--- src/hw/rtl/crcfr_pkg.sv ---
// Shared types, codes and helpers for the CRC-16 checked frame receiver.
// No dependencies; imported by the parser, the emitter and the top level.
package crcfr_pkg;

    localparam int MAX_PAYLOAD = 32;
    localparam int STORE_DEPTH = 32;
    localparam int STORE_AW    = $clog2(STORE_DEPTH);
    localparam int HDR_BYTES   = 6;
    localparam int COUNT_W     = 6;
    localparam int CFG_IDX_W   = 3;

    localparam logic [15:0] CRC_INIT = 16'hFFFF;
    localparam logic [15:0] CRC_POLY = 16'h1021;

    localparam logic [7:0]  CMD_SENSOR = 8'h01;
    localparam logic [7:0]  CMD_ARM    = 8'h20;
    localparam logic [15:0] LEN_SENSOR = 16'd8;
    localparam logic [15:0] LEN_ARM    = 16'd22;

    // configuration register indexes
    localparam logic [CFG_IDX_W-1:0] REG_FIRST_SOF  = 3'd0;
    localparam logic [CFG_IDX_W-1:0] REG_SECOND_SOF = 3'd1;
    localparam logic [CFG_IDX_W-1:0] REG_OWN_ADDR   = 3'd2;
    localparam logic [CFG_IDX_W-1:0] REG_BCAST_ADDR = 3'd3;
    localparam logic [CFG_IDX_W-1:0] REG_LEFT_ADDR  = 3'd4;
    localparam logic [CFG_IDX_W-1:0] REG_RIGHT_ADDR = 3'd5;

    typedef enum logic [2:0] {
        ST_OK       = 3'd0,
        ST_BAD_LEN  = 3'd1,
        ST_BAD_ADDR = 3'd2,
        ST_BAD_CRC  = 3'd3,
        ST_BAD_CMD  = 3'd4
    } t_status;

    typedef enum logic [1:0] {
        PH_HUNT1 = 2'd0,
        PH_HUNT2 = 2'd1,
        PH_BODY  = 2'd2,
        PH_CRC   = 2'd3
    } t_phase;

    typedef enum logic [1:0] {
        EM_IDLE = 2'd0,
        EM_READ = 2'd1,
        EM_SHOW = 2'd2,
        EM_STAT = 2'd3
    } t_emit;

    // frame header as captured by the parser
    typedef struct packed {
        logic [7:0]  dest;
        logic [7:0]  src;
        logic [15:0] len;
        logic [7:0]  cmd;
        logic [7:0]  seq;
    } t_hdr;

    // parser -> emitter request, one-cycle pulse on go
    typedef struct packed {
        logic    go;
        logic    burst;     // good frame: stream payload from store
        t_status status;    // status for a single-result reject
        logic    zero_hdr;  // cmd/seq not yet received
    } t_req;

    // CRC-16/CCITT-FALSE, one byte, MSB first
    function automatic logic [15:0] crc_byte(input logic [15:0] crc, input logic [7:0] b);
        logic [15:0] c;
        c = crc ^ {b, 8'h00};
        for (int i = 0; i < 8; i++) begin
            if (c[15]) begin
                c = {c[14:0], 1'b0} ^ CRC_POLY;
            end else begin
                c = {c[14:0], 1'b0};
            end
        end
        return c;
    endfunction

endpackage

--- src/hw/rtl/crcfr_ram.sv ---
// Generic simple dual-port RAM, one write and one registered read port.
// No dependencies.
module crcfr_ram #(
    parameter int DEPTH = 32,
    parameter int WIDTH = 8
) (
    input  logic                     i_clk,
    input  logic                     i_we,
    input  logic [$clog2(DEPTH)-1:0] i_waddr,
    input  logic [WIDTH-1:0]         i_wdata,
    input  logic                     i_re,
    input  logic [$clog2(DEPTH)-1:0] i_raddr,
    output logic [WIDTH-1:0]         o_rdata
);

    logic [WIDTH-1:0] r_mem [DEPTH];
    logic [WIDTH-1:0] r_rdata;

    always_ff @(posedge i_clk) begin
        if (i_we) begin
            r_mem[i_waddr] <= i_wdata;
        end
    end

    always_ff @(posedge i_clk) begin
        if (i_re) begin
            r_rdata <= r_mem[i_raddr];
        end
    end

    assign o_rdata = r_rdata;

endmodule

--- src/hw/rtl/crcfr_parser.sv ---
// Byte parser: start-byte hunt, header capture, running CRC, frame checks.
// Holds the configuration registers. Depends on crcfr_pkg.
module crcfr_parser (
    input  logic                              i_clk,
    input  logic                              i_rst_n,
    input  logic                              i_cfg_we,
    input  logic [crcfr_pkg::CFG_IDX_W-1:0]   i_cfg_index,
    input  logic [7:0]                        i_cfg_data,
    input  logic                              i_valid,
    input  logic                              i_ready,
    input  logic [7:0]                        i_byte,
    output logic                              o_ram_we,
    output logic [crcfr_pkg::STORE_AW-1:0]    o_ram_waddr,
    output logic [7:0]                        o_ram_wdata,
    output crcfr_pkg::t_req                   o_req,
    output crcfr_pkg::t_hdr                   o_hdr
);

    import crcfr_pkg::*;

    logic [7:0] r_first_sof, r_second_sof, r_own, r_bcast, r_left, r_right;

    t_phase               r_phase, n_phase;
    logic [COUNT_W-1:0]   r_count, n_count;
    t_hdr                 r_hdr, n_hdr;
    logic [15:0]          r_crc, n_crc;
    logic [7:0]           r_crc_lo, n_crc_lo;

    logic        acc;
    logic [15:0] crc_next;
    logic [15:0] len_full;
    logic        len_too_long;
    logic [15:0] rx_crc;
    logic        addr_ok;
    t_status     chk_status;
    logic [COUNT_W-1:0] pay_idx;
    logic        pay_done;

    assign acc          = i_valid && i_ready;
    assign crc_next     = crc_byte(r_crc, i_byte);
    assign len_full     = {i_byte, r_hdr.len[7:0]};
    assign len_too_long = len_full > 16'(MAX_PAYLOAD);
    assign rx_crc       = {i_byte, r_crc_lo};
    assign pay_idx      = r_count - COUNT_W'(HDR_BYTES);
    assign pay_done     = (16'(r_count) - 16'(HDR_BYTES - 1)) >= r_hdr.len;
    assign addr_ok      = (r_hdr.dest == r_own) || (r_hdr.dest == r_bcast)
                       || (r_hdr.dest == r_left) || (r_hdr.dest == r_right);

    always_comb begin
        if (!addr_ok) begin
            chk_status = ST_BAD_ADDR;
        end else if (rx_crc != r_crc) begin
            chk_status = ST_BAD_CRC;
        end else if (r_hdr.cmd == CMD_SENSOR) begin
            chk_status = (r_hdr.len == LEN_SENSOR) ? ST_OK : ST_BAD_LEN;
        end else if (r_hdr.cmd == CMD_ARM) begin
            chk_status = (r_hdr.len == LEN_ARM) ? ST_OK : ST_BAD_LEN;
        end else begin
            chk_status = ST_BAD_CMD;
        end
    end

    // configuration; out-of-range indexes are dropped
    always_ff @(posedge i_clk) begin
        if (!i_rst_n) begin
            r_first_sof  <= 8'hAA;
            r_second_sof <= 8'h55;
            r_own        <= 8'h01;
            r_bcast      <= 8'hFF;
            r_left       <= 8'h02;
            r_right      <= 8'h03;
        end else if (i_cfg_we) begin
            case (i_cfg_index)
                REG_FIRST_SOF:  r_first_sof  <= i_cfg_data;
                REG_SECOND_SOF: r_second_sof <= i_cfg_data;
                REG_OWN_ADDR:   r_own        <= i_cfg_data;
                REG_BCAST_ADDR: r_bcast      <= i_cfg_data;
                REG_LEFT_ADDR:  r_left       <= i_cfg_data;
                REG_RIGHT_ADDR: r_right      <= i_cfg_data;
                default: ;
            endcase
        end
    end

    // next phase
    always_comb begin
        n_phase = r_phase;
        if (acc) begin
            case (r_phase)
                PH_HUNT1: begin
                    if (i_byte == r_first_sof) n_phase = PH_HUNT2;
                end
                PH_HUNT2: begin
                    if (i_byte == r_second_sof) begin
                        n_phase = PH_BODY;
                    end else if (i_byte != r_first_sof) begin
                        n_phase = PH_HUNT1;
                    end
                end
                PH_BODY: begin
                    if (r_count < COUNT_W'(HDR_BYTES)) begin
                        if (r_count == 6'd3 && len_too_long) begin
                            n_phase = PH_HUNT1;
                        end else if (r_count == COUNT_W'(HDR_BYTES - 1)
                                     && r_hdr.len == 16'd0) begin
                            n_phase = PH_CRC;
                        end
                    end else if (pay_done) begin
                        n_phase = PH_CRC;
                    end
                end
                PH_CRC: begin
                    if (r_count != '0) n_phase = PH_HUNT1;
                end
                default: n_phase = PH_HUNT1;
            endcase
        end
    end

    // datapath and outputs
    always_comb begin
        n_count     = r_count;
        n_hdr       = r_hdr;
        n_crc       = r_crc;
        n_crc_lo    = r_crc_lo;
        o_ram_we    = 1'b0;
        o_ram_waddr = pay_idx[STORE_AW-1:0];
        o_ram_wdata = i_byte;
        o_req       = '{go: 1'b0, burst: 1'b0, status: ST_OK, zero_hdr: 1'b0};
        if (acc) begin
            case (r_phase)
                PH_HUNT1: ;
                PH_HUNT2: begin
                    if (i_byte == r_second_sof) begin
                        n_count = '0;
                        n_crc   = CRC_INIT;
                    end else if (i_byte != r_first_sof) begin
                        n_count = '0;
                    end
                end
                PH_BODY: begin
                    n_crc = crc_next;
                    if (r_count < COUNT_W'(HDR_BYTES)) begin
                        n_count = r_count + 1'b1;
                        case (r_count)
                            6'd0: n_hdr.dest = i_byte;
                            6'd1: n_hdr.src  = i_byte;
                            6'd2: n_hdr.len  = {8'h00, i_byte};
                            6'd3: begin
                                n_hdr.len = len_full;
                                if (len_too_long) begin
                                    n_count = '0;
                                    o_req   = '{go: 1'b1, burst: 1'b0,
                                                status: ST_BAD_LEN, zero_hdr: 1'b1};
                                end
                            end
                            6'd4: n_hdr.cmd = i_byte;
                            default: n_hdr.seq = i_byte;
                        endcase
                        if (r_count == COUNT_W'(HDR_BYTES - 1) && r_hdr.len == 16'd0) begin
                            n_count = '0;
                        end
                    end else begin
                        o_ram_we = pay_idx < COUNT_W'(STORE_DEPTH);
                        n_count  = pay_done ? '0 : r_count + 1'b1;
                    end
                end
                PH_CRC: begin
                    if (r_count == '0) begin
                        n_crc_lo = i_byte;
                        n_count  = 6'd1;
                    end else begin
                        n_count = '0;
                        o_req   = '{go: 1'b1, burst: (chk_status == ST_OK),
                                    status: chk_status, zero_hdr: 1'b0};
                    end
                end
                default: ;
            endcase
        end
    end

    always_ff @(posedge i_clk) begin
        if (!i_rst_n) begin
            r_phase  <= PH_HUNT1;
            r_count  <= '0;
            r_hdr    <= '0;
            r_crc    <= CRC_INIT;
            r_crc_lo <= '0;
        end else begin
            r_phase  <= n_phase;
            r_count  <= n_count;
            r_hdr    <= n_hdr;
            r_crc    <= n_crc;
            r_crc_lo <= n_crc_lo;
        end
    end

    assign o_hdr = r_hdr;

endmodule

--- src/hw/rtl/crcfr_emit.sv ---
// Result sequencer: reads the payload store and presents results.
// Depends on crcfr_pkg.
module crcfr_emit (
    input  logic                              i_clk,
    input  logic                              i_rst_n,
    input  crcfr_pkg::t_req                   i_req,
    input  crcfr_pkg::t_hdr                   i_hdr,
    input  logic [7:0]                        i_rdata,
    input  logic                              i_res_ready,
    output logic                              o_idle,
    output logic                              o_re,
    output logic [crcfr_pkg::STORE_AW-1:0]    o_raddr,
    output logic                              o_res_valid,
    output logic [2:0]                        o_status,
    output logic [7:0]                        o_command,
    output logic [7:0]                        o_sequence_res,
    output logic [7:0]                        o_payload_byte,
    output logic [4:0]                        o_byte_position,
    output logic                              o_last
);

    import crcfr_pkg::*;

    t_emit               r_state, n_state;
    logic [STORE_AW-1:0] r_idx, n_idx;
    t_status             r_status, n_status;
    logic                r_zero, n_zero;
    logic                is_last;

    assign is_last = ({1'b0, r_idx} + 1'b1) == i_hdr.len[STORE_AW:0];

    // next state
    always_comb begin
        n_state = r_state;
        case (r_state)
            EM_IDLE: begin
                if (i_req.go) n_state = i_req.burst ? EM_READ : EM_STAT;
            end
            EM_READ: n_state = EM_SHOW;
            EM_SHOW: begin
                if (i_res_ready) n_state = is_last ? EM_IDLE : EM_READ;
            end
            EM_STAT: begin
                if (i_res_ready) n_state = EM_IDLE;
            end
            default: n_state = EM_IDLE;
        endcase
    end

    always_comb begin
        n_idx    = r_idx;
        n_status = r_status;
        n_zero   = r_zero;
        if (r_state == EM_IDLE && i_req.go) begin
            n_idx    = '0;
            n_status = i_req.status;
            n_zero   = i_req.zero_hdr;
        end else if (r_state == EM_SHOW && i_res_ready) begin
            n_idx = r_idx + 1'b1;
        end
    end

    // outputs
    always_comb begin
        o_idle          = 1'b0;
        o_re            = 1'b0;
        o_res_valid     = 1'b0;
        o_status        = r_status;
        o_payload_byte  = '0;
        o_byte_position = '0;
        o_last          = 1'b1;
        case (r_state)
            EM_IDLE: o_idle = 1'b1;
            EM_READ: o_re = 1'b1;
            EM_SHOW: begin
                o_res_valid     = 1'b1;
                o_status        = ST_OK;
                o_payload_byte  = i_rdata;
                o_byte_position = 5'(r_idx);
                o_last          = is_last;
            end
            EM_STAT: o_res_valid = 1'b1;
            default: ;
        endcase
    end

    assign o_raddr        = r_idx;
    assign o_command      = r_zero ? 8'h00 : i_hdr.cmd;
    assign o_sequence_res = r_zero ? 8'h00 : i_hdr.seq;

    always_ff @(posedge i_clk) begin
        if (!i_rst_n) begin
            r_state  <= EM_IDLE;
            r_idx    <= '0;
            r_status <= ST_OK;
            r_zero   <= 1'b0;
        end else begin
            r_state  <= n_state;
            r_idx    <= n_idx;
            r_status <= n_status;
            r_zero   <= n_zero;
        end
    end

endmodule

--- src/hw/rtl/crc16_checked_frame_receiver.sv ---
// Top level of the CRC-16 checked frame receiver.
// Depends on crcfr_pkg, crcfr_ram, crcfr_parser, crcfr_emit.
//
// Receives one byte per rx transfer, hunts for the two start bytes, then
// takes DEST, SRC, LEN (little endian), CMD, SEQ, the payload and a little
// endian CRC-16/CCITT-FALSE computed over DEST through the last payload
// byte. Payload bytes go into a 32 x 8 synchronous RAM as they arrive. A
// rejected frame gives a single status result (too long, bad address, bad
// CRC, bad command, wrong length for the command, checked in that order);
// a good frame gives one result per payload byte with last on the final
// one. A byte that causes no result is taken at once, and the next byte
// may follow straight away. Once a frame ends, rx ready stays low until
// all its results are transferred: a status result is shown the cycle
// after the closing byte, and each payload result takes a RAM read, then
// a present step, plus any result-side stall, so a good frame holds the
// input until every payload byte is shown. No clearing pass: the store is
// only read for entries written by the same frame. Configuration writes
// take effect at once and should be made while no frame is in progress.
module crc16_checked_frame_receiver (
    input  logic                            i_clk,
    input  logic                            i_rst_n,
    input  logic                            i_cfg_we,
    input  logic [crcfr_pkg::CFG_IDX_W-1:0] i_cfg_index,
    input  logic [7:0]                      i_cfg_data,
    input  logic                            i_rx_valid,
    output logic                            o_rx_ready,
    input  logic [7:0]                      i_rx_byte,
    output logic                            o_res_valid,
    input  logic                            i_res_ready,
    output logic [2:0]                      o_status,
    output logic [7:0]                      o_dest_addr,
    output logic [7:0]                      o_src_addr,
    output logic [7:0]                      o_command,
    output logic [7:0]                      o_sequence_res,
    output logic [15:0]                     o_payload_length,
    output logic [7:0]                      o_payload_byte,
    output logic [4:0]                      o_byte_position,
    output logic                            o_last
);

    import crcfr_pkg::*;

    logic                ram_we;
    logic [STORE_AW-1:0] ram_waddr;
    logic [7:0]          ram_wdata;
    logic                ram_re;
    logic [STORE_AW-1:0] ram_raddr;
    logic [7:0]          ram_rdata;
    t_req                req;
    t_hdr                hdr;
    logic                emit_idle;

    // input is held off while results of a finished frame are pending
    assign o_rx_ready = emit_idle;

    crcfr_parser u_parser (
        .i_clk       (i_clk),
        .i_rst_n     (i_rst_n),
        .i_cfg_we    (i_cfg_we),
        .i_cfg_index (i_cfg_index),
        .i_cfg_data  (i_cfg_data),
        .i_valid     (i_rx_valid),
        .i_ready     (emit_idle),
        .i_byte      (i_rx_byte),
        .o_ram_we    (ram_we),
        .o_ram_waddr (ram_waddr),
        .o_ram_wdata (ram_wdata),
        .o_req       (req),
        .o_hdr       (hdr)
    );

    // payload store
    crcfr_ram #(
        .DEPTH (STORE_DEPTH),
        .WIDTH (8)
    ) u_store (
        .i_clk   (i_clk),
        .i_we    (ram_we),
        .i_waddr (ram_waddr),
        .i_wdata (ram_wdata),
        .i_re    (ram_re),
        .i_raddr (ram_raddr),
        .o_rdata (ram_rdata)
    );

    crcfr_emit u_emit (
        .i_clk           (i_clk),
        .i_rst_n         (i_rst_n),
        .i_req           (req),
        .i_hdr           (hdr),
        .i_rdata         (ram_rdata),
        .i_res_ready     (i_res_ready),
        .o_idle          (emit_idle),
        .o_re            (ram_re),
        .o_raddr         (ram_raddr),
        .o_res_valid     (o_res_valid),
        .o_status        (o_status),
        .o_command       (o_command),
        .o_sequence_res  (o_sequence_res),
        .o_payload_byte  (o_payload_byte),
        .o_byte_position (o_byte_position),
        .o_last          (o_last)
    );

    // header fields stay stable while results are shown: input is stalled
    assign o_dest_addr      = hdr.dest;
    assign o_src_addr       = hdr.src;
    assign o_payload_length = hdr.len;

endmodule

--- config.mk ---
export PLATFORM = sky130hd
export DESIGN_NAME = crc16_checked_frame_receiver
export DESIGN_NICKNAME = d
export VERILOG_FILES = /design/src/hw/rtl/crcfr_pkg.sv /design/src/hw/rtl/crcfr_ram.sv /design/src/hw/rtl/crcfr_parser.sv /design/src/hw/rtl/crcfr_emit.sv /design/src/hw/rtl/crc16_checked_frame_receiver.sv
export SDC_FILE = /design/constraint.sdc
export NUM_CORES = 1
export LEC_CHECK = 0
export ABC_AREA = 1
export BUFFER_PORTS_ARGS = -buffer_cell sky130_fd_sc_hd__clkbuf_2
export CORE_AREA = 2 2 178 180
export CTS_BUF_LIST = sky130_fd_sc_hd__clkbuf_8
export CTS_CLUSTER_DIAMETER = 30
export DETAILED_ROUTE_END_ITERATION = 6
export DIE_AREA = 0 0 180 182
export GPL_ROUTABILITY_DRIVEN = 0
export GPL_TIMING_DRIVEN = 1
export PLACE_DENSITY_LB_ADDON = 0.3
export SLEW_MARGIN = 25
export SYNTH_ARGS = -nofsm -noshare
export SYNTH_HDL_FRONTEND = slang
export SYNTH_SLANG_ARGS = --single-unit
--- constraint.sdc ---
create_clock -name i_clk -period 4.8 [get_ports i_clk]
set_input_delay 0.48 -clock i_clk [delete_from_list [all_inputs] [get_ports i_clk]]
set_output_delay 0.48 -clock i_clk [all_outputs]
set_load 0.03 [all_outputs]
Word level (Yosys, flattened, before mapping)
Memory sizes are Yosys's and may differ from the RTL's. A register that Yosys moved wholly into a read port is not among the register bits. Cells that the tools add are included.

Add/sub/neg operators: 5. $mul: 0. Divide/modulo/power cells: 0. Order comparisons: 4. Equal/unequal tests: 38. Shift operators: 0. Mux-type cells: 61. Bitwise gates (word level): 12. Reduce and logical (&&, ||, !) cells: 38.

Operators with widths (count): $mux W13 (8); $mux W6 (12); $pmux W16 S2 (2); $eq A8 B8 Y1 (6); $mux W2 (12); $mux W8 (3); $not A3 Y3 (8); $reduce_and A4 Y1 (5); $pmux W6 S3 (1); $eq A16 B4 Y1 const B (1); $eq A16 B5 Y1 const B (1); $ge A16 B16 Y1 (1); $gt A16 B6 Y1 const B (1); $logic_not A16 Y1 (1); $mux W16 (1); $ne A16 B16 Y1 (1); $pmux W2 S4 (2); $xor A16 B16 Y16 (1); $mux W3 (5); $mux W1 (13); $eq A6 B2 Y1 const B (2); $eq A6 B3 Y1 const B (2); $pmux W6 S2 (1); $reduce_and A2 Y1 (6); 36 further kinds (62).

Register bits: 139. Bits in latches: 0. Bits in writable memories: 256. Bits in read-only memories: 0. Input port bits: 24. Output and inout bits: 67. Logic and storage cells: 179. Memories kept: 1.

Memory list: u_store.r_mem (words 32, width 8, read ports 1, clocked after memory_dff 1, wr ports 1, line crcfr_ram.sv:16) `logic [WIDTH-1:0] r_mem [DEPTH];`.

Longest topological paths before layout
Gate-level depths: netlist of run 1.

Word-level depth: 18. Mapped depth: 19. Gate-level depth less buffers: 19.

Hierarchy
Synthesis of run 1 repeated with hierarchy kept, for this count alone.

Cells, all modules: 2068. Area, all modules: 18600.3 sq um.

By module, submodules not included: crcfr_ram (instances 1, cells an instance 922, area each 10866.7 sq um, seq. area each 7927.6 sq um); crcfr_parser (instances 1, cells an instance 981, area each 6841.6 sq um, seq. area each 2562.5 sq um); crcfr_emit (instances 1, cells an instance 165, area each 892.1 sq um, seq. area each 220.2 sq um).

Least setup slack after synthesis of run 1
No wires, ideal clock.

Path kind: register -> register. From: reg u_parser.r_count[0]. To: reg u_parser.r_count[2]. Setup time: 126 ps. Arrival: 2371 ps. Data required time: 4674 ps. Setup slack: 2303 ps. Stages on the path, launching flop included: 16. Buffers on the path: 0. Period minus slack after synthesis: 2497 ps. Path through: dfxtp_1 inv_1 ha_1 o21ai_0 nor2_1 ha_1 nand2_1 nor2_1 and2_1 nor2_1 nand2_1 nand2_1 nand3_1 nand2_1 o21ai_0 nor2_1.

Longest elaborated chain between the ends: 6. Elaborated cells between the ends (all ways): 13. Classes of those cells: add/sub (2); order compare (2); eq/ne (2); mux (6); reduce/logical (1).

RTL lines: from (decl) (line crcfr_parser.sv:24) `logic [COUNT_W-1:0] r_count, n_count;`; from (signal assigned) (line crcfr_parser.sv:192) `r_count <= n_count;`; parallel branches: the longest is 4 deep, another holds $ge A16 B16 Y1; $mux W6 * (line crcfr_parser.sv:143) `if (r_count < COUNT_W'(HDR_BYTES)) begin`; $pmux W6 S3 * (line crcfr_parser.sv:131) `case (r_phase)`.

Every way passes the cells marked *. A chain may end at the register's enable or synchronous reset.

Worst setup path in the final report of run 1
From: reg u_emit.r_idx[3] (netlist: u_emit.o_raddr[3]). To: out o_last.

Longest elaborated chain between the ends: 3.

RTL lines: from (decl) (line crcfr_emit.sv:25) `logic [STORE_AW-1:0] r_idx, n_idx;`; from (signal assigned) (line crcfr_emit.sv:99) `r_idx <= n_idx;`; $add A5 B1 Y6 (line crcfr_emit.sv:30) `assign is_last = ({1'b0, r_idx} + 1'b1) == i_hdr.len[STORE_AW:0];`; $eq A6 B6 Y1 (line crcfr_emit.sv:30); $mux W1 (line crcfr_emit.sv:72) `case (r_state)`; to (decl) (line crc16_checked_frame_receiver.sv:38) `output logic o_last`.

Every way passes these cells.

==> impl_metrics.env, run 1 <==
export IMPL_outcome="completed"
export IMPL_antenna_cells=0
export IMPL_drt_pass1_iterations=6
export IMPL_switchingPower_mw=2.30
export IMPL_post_route_min_period_ps=3580
export IMPL_insertion_delay_ps=630
export IMPL_grt_use_total_pct=28.5
export IMPL_yosys_warnings=0
export IMPL_met1_usage_pct=36.3
export IMPL_grt_pass1_wl_um=74100
export IMPL_die_area_um2=32800
export IMPL_first_global_vias=13900
export IMPL_area_growth_pct=12.5
export IMPL_syn_num_nets=1997
export IMPL_core_area_um2=31000
export IMPL_synthCells=1949
export IMPL_vias=14300
export IMPL_cts_setup_buffers=0
export IMPL_setup_tns_ps=0
export IMPL_htree_levels=3
export IMPL_netlist_area_um2=18300
export IMPL_synth_seq_cells=403
export IMPL_path_buf_inv=2
export IMPL_cts_repair_resized=0
export IMPL_cp_startpoint="u_emit.o_raddr[3]"
export IMPL_arrival_ps=3100
export IMPL_dp_hpwl_um=30200
export IMPL_num_rows=65
export IMPL_power_density_nw_per_um2=422
export IMPL_reg2reg_from="u_parser.r_count[0]"
export IMPL_drive_gt1_share_pct=13.3
export IMPL_use_met2_pct=48.5
export IMPL_max_clock_freq_mhz=280
export IMPL_p_sw_share_pct=26.5
export IMPL_initial_core_util_pct=59.1
export IMPL_drt_iter0_drc=1519
export IMPL_avgSynthCellArea_um2=9.39
export IMPL_crit_chain="inv_1 -> nand2_1 -> nand3_1 -> a21oi_1 -> nand3b_1 -> nand2_1 -> clkbuf_2"
export IMPL_path_clk_slew_ps=60
export IMPL_nets=2058
export IMPL_finalClockSkew_ps=47.2
export IMPL_p_int_mw=6.39
export IMPL_worst_pin_slew_ps=992
export IMPL_finalSetupViolCount=0
export IMPL_crit_family="buffers and inverters"
export IMPL_placed_cells_incl_taps=2328
export IMPL_grtUsageMet3_pct=5.94
export IMPL_leakagePower_nw=7.96
export IMPL_maxSlewViolCount=0
export IMPL_mostFrequentLayoutCell="nor2_1"
export IMPL_crit_path_end="o_last"
export IMPL_synth_seq_area_share_pct=58.5
export IMPL_cpPeakStageDelay_ps=730
export IMPL_required_ps=4320
export IMPL_die_h_um=182
export IMPL_max_vdd_ir_drop_mv=0.236
export IMPL_crit_top_cell="nand2_1"
export IMPL_path_depth=7
export IMPL_wl_per_cell_um=19.0
export IMPL_cp_start_kind="flip-flop"
export IMPL_fin_cells=2477
export IMPL_io_pin_count=91
export IMPL_rr_worst_depth=15
export IMPL_comb_power_share_pct=10.5
export IMPL_hold_viol=0
export IMPL_layout_common_cells="331 x nor2_1, 276 x nand2_1, 264 x edfxtp_1, 227 x o21ai_0, 157 x inv_1"
export IMPL_antenna_found_initial=0
export IMPL_cts_root_buf="clkbuf_8"
export IMPL_overflow=0
export IMPL_crit_type="flip-flop to output pin"
export IMPL_pwr_share_clk_pct=45.6
export IMPL_cts_made_buffers=82
export IMPL_crit_fanout=21
export IMPL_cts_sinks=403
export IMPL_ys_types=40
export IMPL_maxCapViolCount=0
export IMPL_p_seq_share_pct=43.9
export IMPL_clockBufferDepth=3
export IMPL_cts_hold_buf=0
export IMPL_critPathSlowestCell="dfxtp_1"
export IMPL_top_usage_layer="met2"
export IMPL_min_delay_path_class="input port to flip-flop"
export IMPL_cts_tree="done"
export IMPL_relSlewSlack_pct=33.8
export IMPL_fp_dieW_um=180
export IMPL_drt_total_wl_um=47200
export IMPL_critPathCaptureType="output pin"
export IMPL_nFillCells=2445
export IMPL_grt_max_degree=130
export IMPL_vias_per_cell=5.78
export IMPL_reg2reg_to="u_parser.r_count[2]"
export IMPL_port_buffers=90
export IMPL_rsz0062_at_grt="no"
export IMPL_drcViolationCount=0
export IMPL_antenna_left=0
export IMPL_ff2ff_setup_slack_ps=1790
export IMPL_fin_crit_sh_pct=74.5
-- area by class of cell --
class                      instances  area [um2]  area share [%]
clock buffer                      88        1210            5.88
tap                              402         503            2.44
inverter                         155         586            2.84
timing repair buffer             106         574            2.79
sequential                       403       10700            52.0
multi-input combinational       1262        6340            30.8
clock inverter                    61         662            3.21
-- cells in the mapped netlist (all sizes together) --
cell type    n  area share (%)
nand2      288             6.2
buf         65             2.4
nand3       76             2.1
o22ai       21            0.72
or2          7            0.24
nor2       338             7.3
nor3        10            0.40
xnor2       33             1.6
ha          24             1.6
and2         1           0.034
o21ai      242             6.6
xor2        22             1.1
a31oi        7            0.24
clkbuf      64             1.3
nand3b       2           0.082
o211ai      12            0.49
o221ai      44             2.1
a21oi      126             3.5
nand4        8            0.27
dfxtp      139              15
edfxtp     264              43
inv        154             3.2
and3         1           0.034
clkinv       1           0.020
-- flip-flops by register name (all words and copies together), names as in the netlist --
register               cells
u_emit.o_raddr             5
u_emit.r_zero              1
u_parser.r_second_sof      8
u_parser.r_crc_lo          8
u_parser.o_hdr            48
u_emit.r_state             2
u_parser.r_bcast           8
u_parser.r_first_sof       8
u_parser.r_left            8
u_parser.r_count           6
u_emit.r_status            3
u_parser.r_phase           2
u_parser.r_crc            16
u_store.o_rdata            8
u_parser.r_right           8
u_parser.r_own             8
u_store.r_mem            256
-- power groups by stage --
stage / logic (mW) / clock network (mW) / registers [mW]
floorplan: 0.669 / 0 / 3.86
global placement: 0.881 / 0 / 3.88
detailed placement: 0.898 / 0 / 3.88
CTS: 0.905 / 4.00 / 3.81
global route: 1.01 / 4.17 / 3.82
finish: 0.912 / 3.97 / 3.81
-- worst min-delay path: stages --
cell,delay (ps)
clkbuf_2,150
nand2_1,70
nand3_1,70
-- how the worst min path moves through the flow --
stage / end / slack, ps / cells after the start / startpoint
finish: u_parser.r_first_sof[1] / 190 / 3 / i_cfg_data[1]
global route: u_parser.r_first_sof[1] / 210 / 3 / i_cfg_data[1]
CTS: u_parser.r_first_sof[1] / 160 / 3 / i_cfg_data[1]
detailed placement: u_emit.r_status[0] / 450 / 2 / u_emit.r_status[0]
global placement: u_emit.r_status[0] / 440 / 2 / u_emit.r_status[0]
floorplan: u_emit.r_status[0] / 430 / 2 / u_emit.r_status[0]
-- per-stage QoR --
step	util, %	hold slack [ps]	total power, mW	setup WS (ps)	area [um2]
floorplan	-	426	4.52	2300	18300
global placement	60.4	442	4.76	1940	18700
detailed placement	60.4	448	4.78	1830	18700
CTS	66.5	160	8.72	1290	20600
global route	66.5	208	9.00	1120	20600
finish	66.5	185	8.69	1220	20600
-- kinds of logic (layout without fill, tap and decap cells) --
| group | after synthesis | in the layout | synth area share (%) |
|---|---|---|---|
| simple gates | 731 | 731 | 16.7 |
| compound gates | 452 | 452 | 13.6 |
| flops | 403 | 403 | 58.5 |
| buf+inv | 284 | 410 | 6.87 |
| xor+xnor | 55 | 55 | 2.63 |
| fa+ha+maj | 24 | 24 | 1.64 |
-- per-layer routing --
layer / vias up / share of wire [%]
met4: 0 / 3.1
li1: 6752 / -
met5: - / 0
met3: 116 / 8.3
met2: 709 / 49
met1: 6748 / 40
No activity file was read; power rests on OpenSTA's default activity.
==> run 2: changes to the inputs <==
==> constraint.sdc (replaced) <==
create_clock -name i_clk -period 3.6 [get_ports i_clk]
set_input_delay 0.36 -clock i_clk [delete_from_list [all_inputs] [get_ports i_clk]]
set_output_delay 0.36 -clock i_clk [all_outputs]
set_load 0.03 [all_outputs]
==> impl_metrics.env, run 2 (synthesis gave the netlist of run 1 again) <==
export IMPL_outcome="completed"
export IMPL_finalSetupViolCount=0
export IMPL_p_sw_share_pct=27.0
export IMPL_p_total_mw=11.1
export IMPL_seqCellArea_um2=10700
export IMPL_dp_hpwl_um=31200
export IMPL_ff2ff_setup_slack_ps=460
export IMPL_layout_common_cells="331 x nor2_1, 276 x nand2_1, 264 x edfxtp_1, 227 x o21ai_0, 163 x inv_1"
export IMPL_clockBufferDepth=3
export IMPL_met1_length_um=19100
export IMPL_final_core_util_pct=66.1
export IMPL_met3_wirelength_um=4460
export IMPL_io_pin_count=91
export IMPL_antenna_left=0
export IMPL_core_area_um2=31000
export IMPL_grt_max_degree=97
export IMPL_nFillCells=2412
export IMPL_die_area_um2=32800
export IMPL_port_buffers=90
export IMPL_insertion_delay_ps=610
export IMPL_arrival_ps=3660
export IMPL_antenna_found_initial=0
export IMPL_leakagePower_nw=7.90
export IMPL_num_rows=65
export IMPL_cp_start_kind="flip-flop"
export IMPL_comb_power_share_pct=11.1
export IMPL_drt_total_wl_um=47200
export IMPL_vias_per_cell=5.78
export IMPL_drt_pass1_iterations=6
export IMPL_cts_setup_buffers=0
export IMPL_htree_levels=3
export IMPL_first_global_vias=13700
export IMPL_largest_register_ffs=256
export IMPL_power_density_nw_per_um2=543
export IMPL_mostFrequentLayoutCell="nor2_1"
export IMPL_p_seq_share_pct=45.7
export IMPL_finalClockSkew_ps=38.8
export IMPL_path_clk_slew_ps=60
export IMPL_setup_tns_ps=0
export IMPL_cts_made_buffers=78
export IMPL_dr_wl_met2_um=22200
export IMPL_max_vdd_ir_drop_mv=0.333
export IMPL_cts_tree="done"
export IMPL_multiInputGateArea_um2=6340
export IMPL_cts_hold_buf=0
export IMPL_maxSlewViolCount=0
export IMPL_hold_viol=0
export IMPL_cpPeakStageDelay_ps=570
export IMPL_worst_pin_slew_ps=958
export IMPL_overflow=0
export IMPL_critPathSlowestCell="nor2_1"
export IMPL_grt_pass1_wl_um=74100
export IMPL_switchingPower_mw=3.00
export IMPL_fp_dieW_um=180
export IMPL_rsz0062_at_grt="no"
export IMPL_maxCapViolCount=0
export IMPL_drive_gt1_share_pct=13.0
export IMPL_p_int_mw=8.12
export IMPL_crit_type="flip-flop to flip-flop"
export IMPL_fin_crit_sh_pct=87.3
export IMPL_grt_use_total_pct=28.6
export IMPL_required_ps=4110
export IMPL_die_h_um=182
export IMPL_cts_root_buf="clkbuf_8"
export IMPL_post_route_min_period_ps=3140
export IMPL_largest_register="u_store.r_mem"
export IMPL_holdWs_ps=86.4
export IMPL_max_clock_freq_mhz=318
export IMPL_antenna_cells=0
export IMPL_relSlewSlack_pct=35.9
export IMPL_drcViolationCount=0
export IMPL_nets=2062
export IMPL_vias=14300
export IMPL_initial_core_util_pct=59.1
export IMPL_area_growth_pct=11.8
export IMPL_wl_per_cell_um=19.1
export IMPL_cts_repair_resized=0
export IMPL_critPathCaptureType="flip-flop"
export IMPL_cts_sinks=403
export IMPL_top_layer="met4"
export IMPL_crit_fanout=10
export IMPL_drt_iter0_drc=1532
export IMPL_min_delay_path_class="input port to flip-flop"
export IMPL_crit_chain="inv_1 -> ha_1 -> o21ai_0 -> nor2_1 -> ha_1 -> nand2_1 -> inv_1 -> o21ai_0 -> nand2_1 -> a21oi_1 -> nand3_1 -> nand2_1 -> o21ai_0 -> a21oi_1"
export IMPL_pwr_share_clk_pct=43.2
[run 2: final timing paths]
kind                                                end  cells after the start                 from
worst min register to register        u_parser.o_hdr[5]                      2    u_parser.o_hdr[5]
worst max register to register      u_parser.r_count[3]                     14  u_parser.r_count[0]
worst max-delay path                u_parser.r_count[3]                     14  u_parser.r_count[0]
worst min-delay path            u_parser.r_first_sof[1]                      3        i_cfg_data[1]
[run 2: layer usage]
layer	vias up	global-route usage (%)
met1	6681	37.9
li1	6764	-
met3	119	5.70
met4	0	11.2
met5	-	0
met2	730	46.7
[run 2: stage by stage]
step / setup slack [ps] / instance area [um2] / instances
finish: 458 / 20500 / 2475
global route: 282 / 20500 / 2475
detailed placement: 547 / 18800 / 2336
global placement: 746 / 18800 / 2336
CTS: 515 / 20500 / 2475
floorplan: 1100 / 18300 / 1949
[run 2: layout make-up]
type | instances | share of cell area, %
Sequential cell | 403 | 52.3
Timing Repair Buffer | 114 | 3.20
Clock buffer | 84 | 5.65
Tap cell | 402 | 2.46
Inverter | 155 | 2.86
Multi-Input combinational cell | 1262 | 31.0
Clock inverter | 55 | 2.55
[run 2: power by group through the flow]
stage          clock, mW  sequential, mW  combinational [mW]
2_1_floorplan          0            5.14               0.892
3_3_place_gp           0            5.17                1.19
3_5_place_dp           0            5.18                1.22
4_1_cts             4.85            5.08                1.23
5_1_grt             5.10            5.09                1.37
6_report            4.81            5.08                1.24
[run 2: worst max-delay path, delay by kind of cell (launching register included)]
kind / cells / cell delay [ps]
flops: 1 / 380
fa+ha+maj: 2 / 610
compound gates: 5 / 820
simple gates: 5 / 1000
buf+inv: 2 / 250
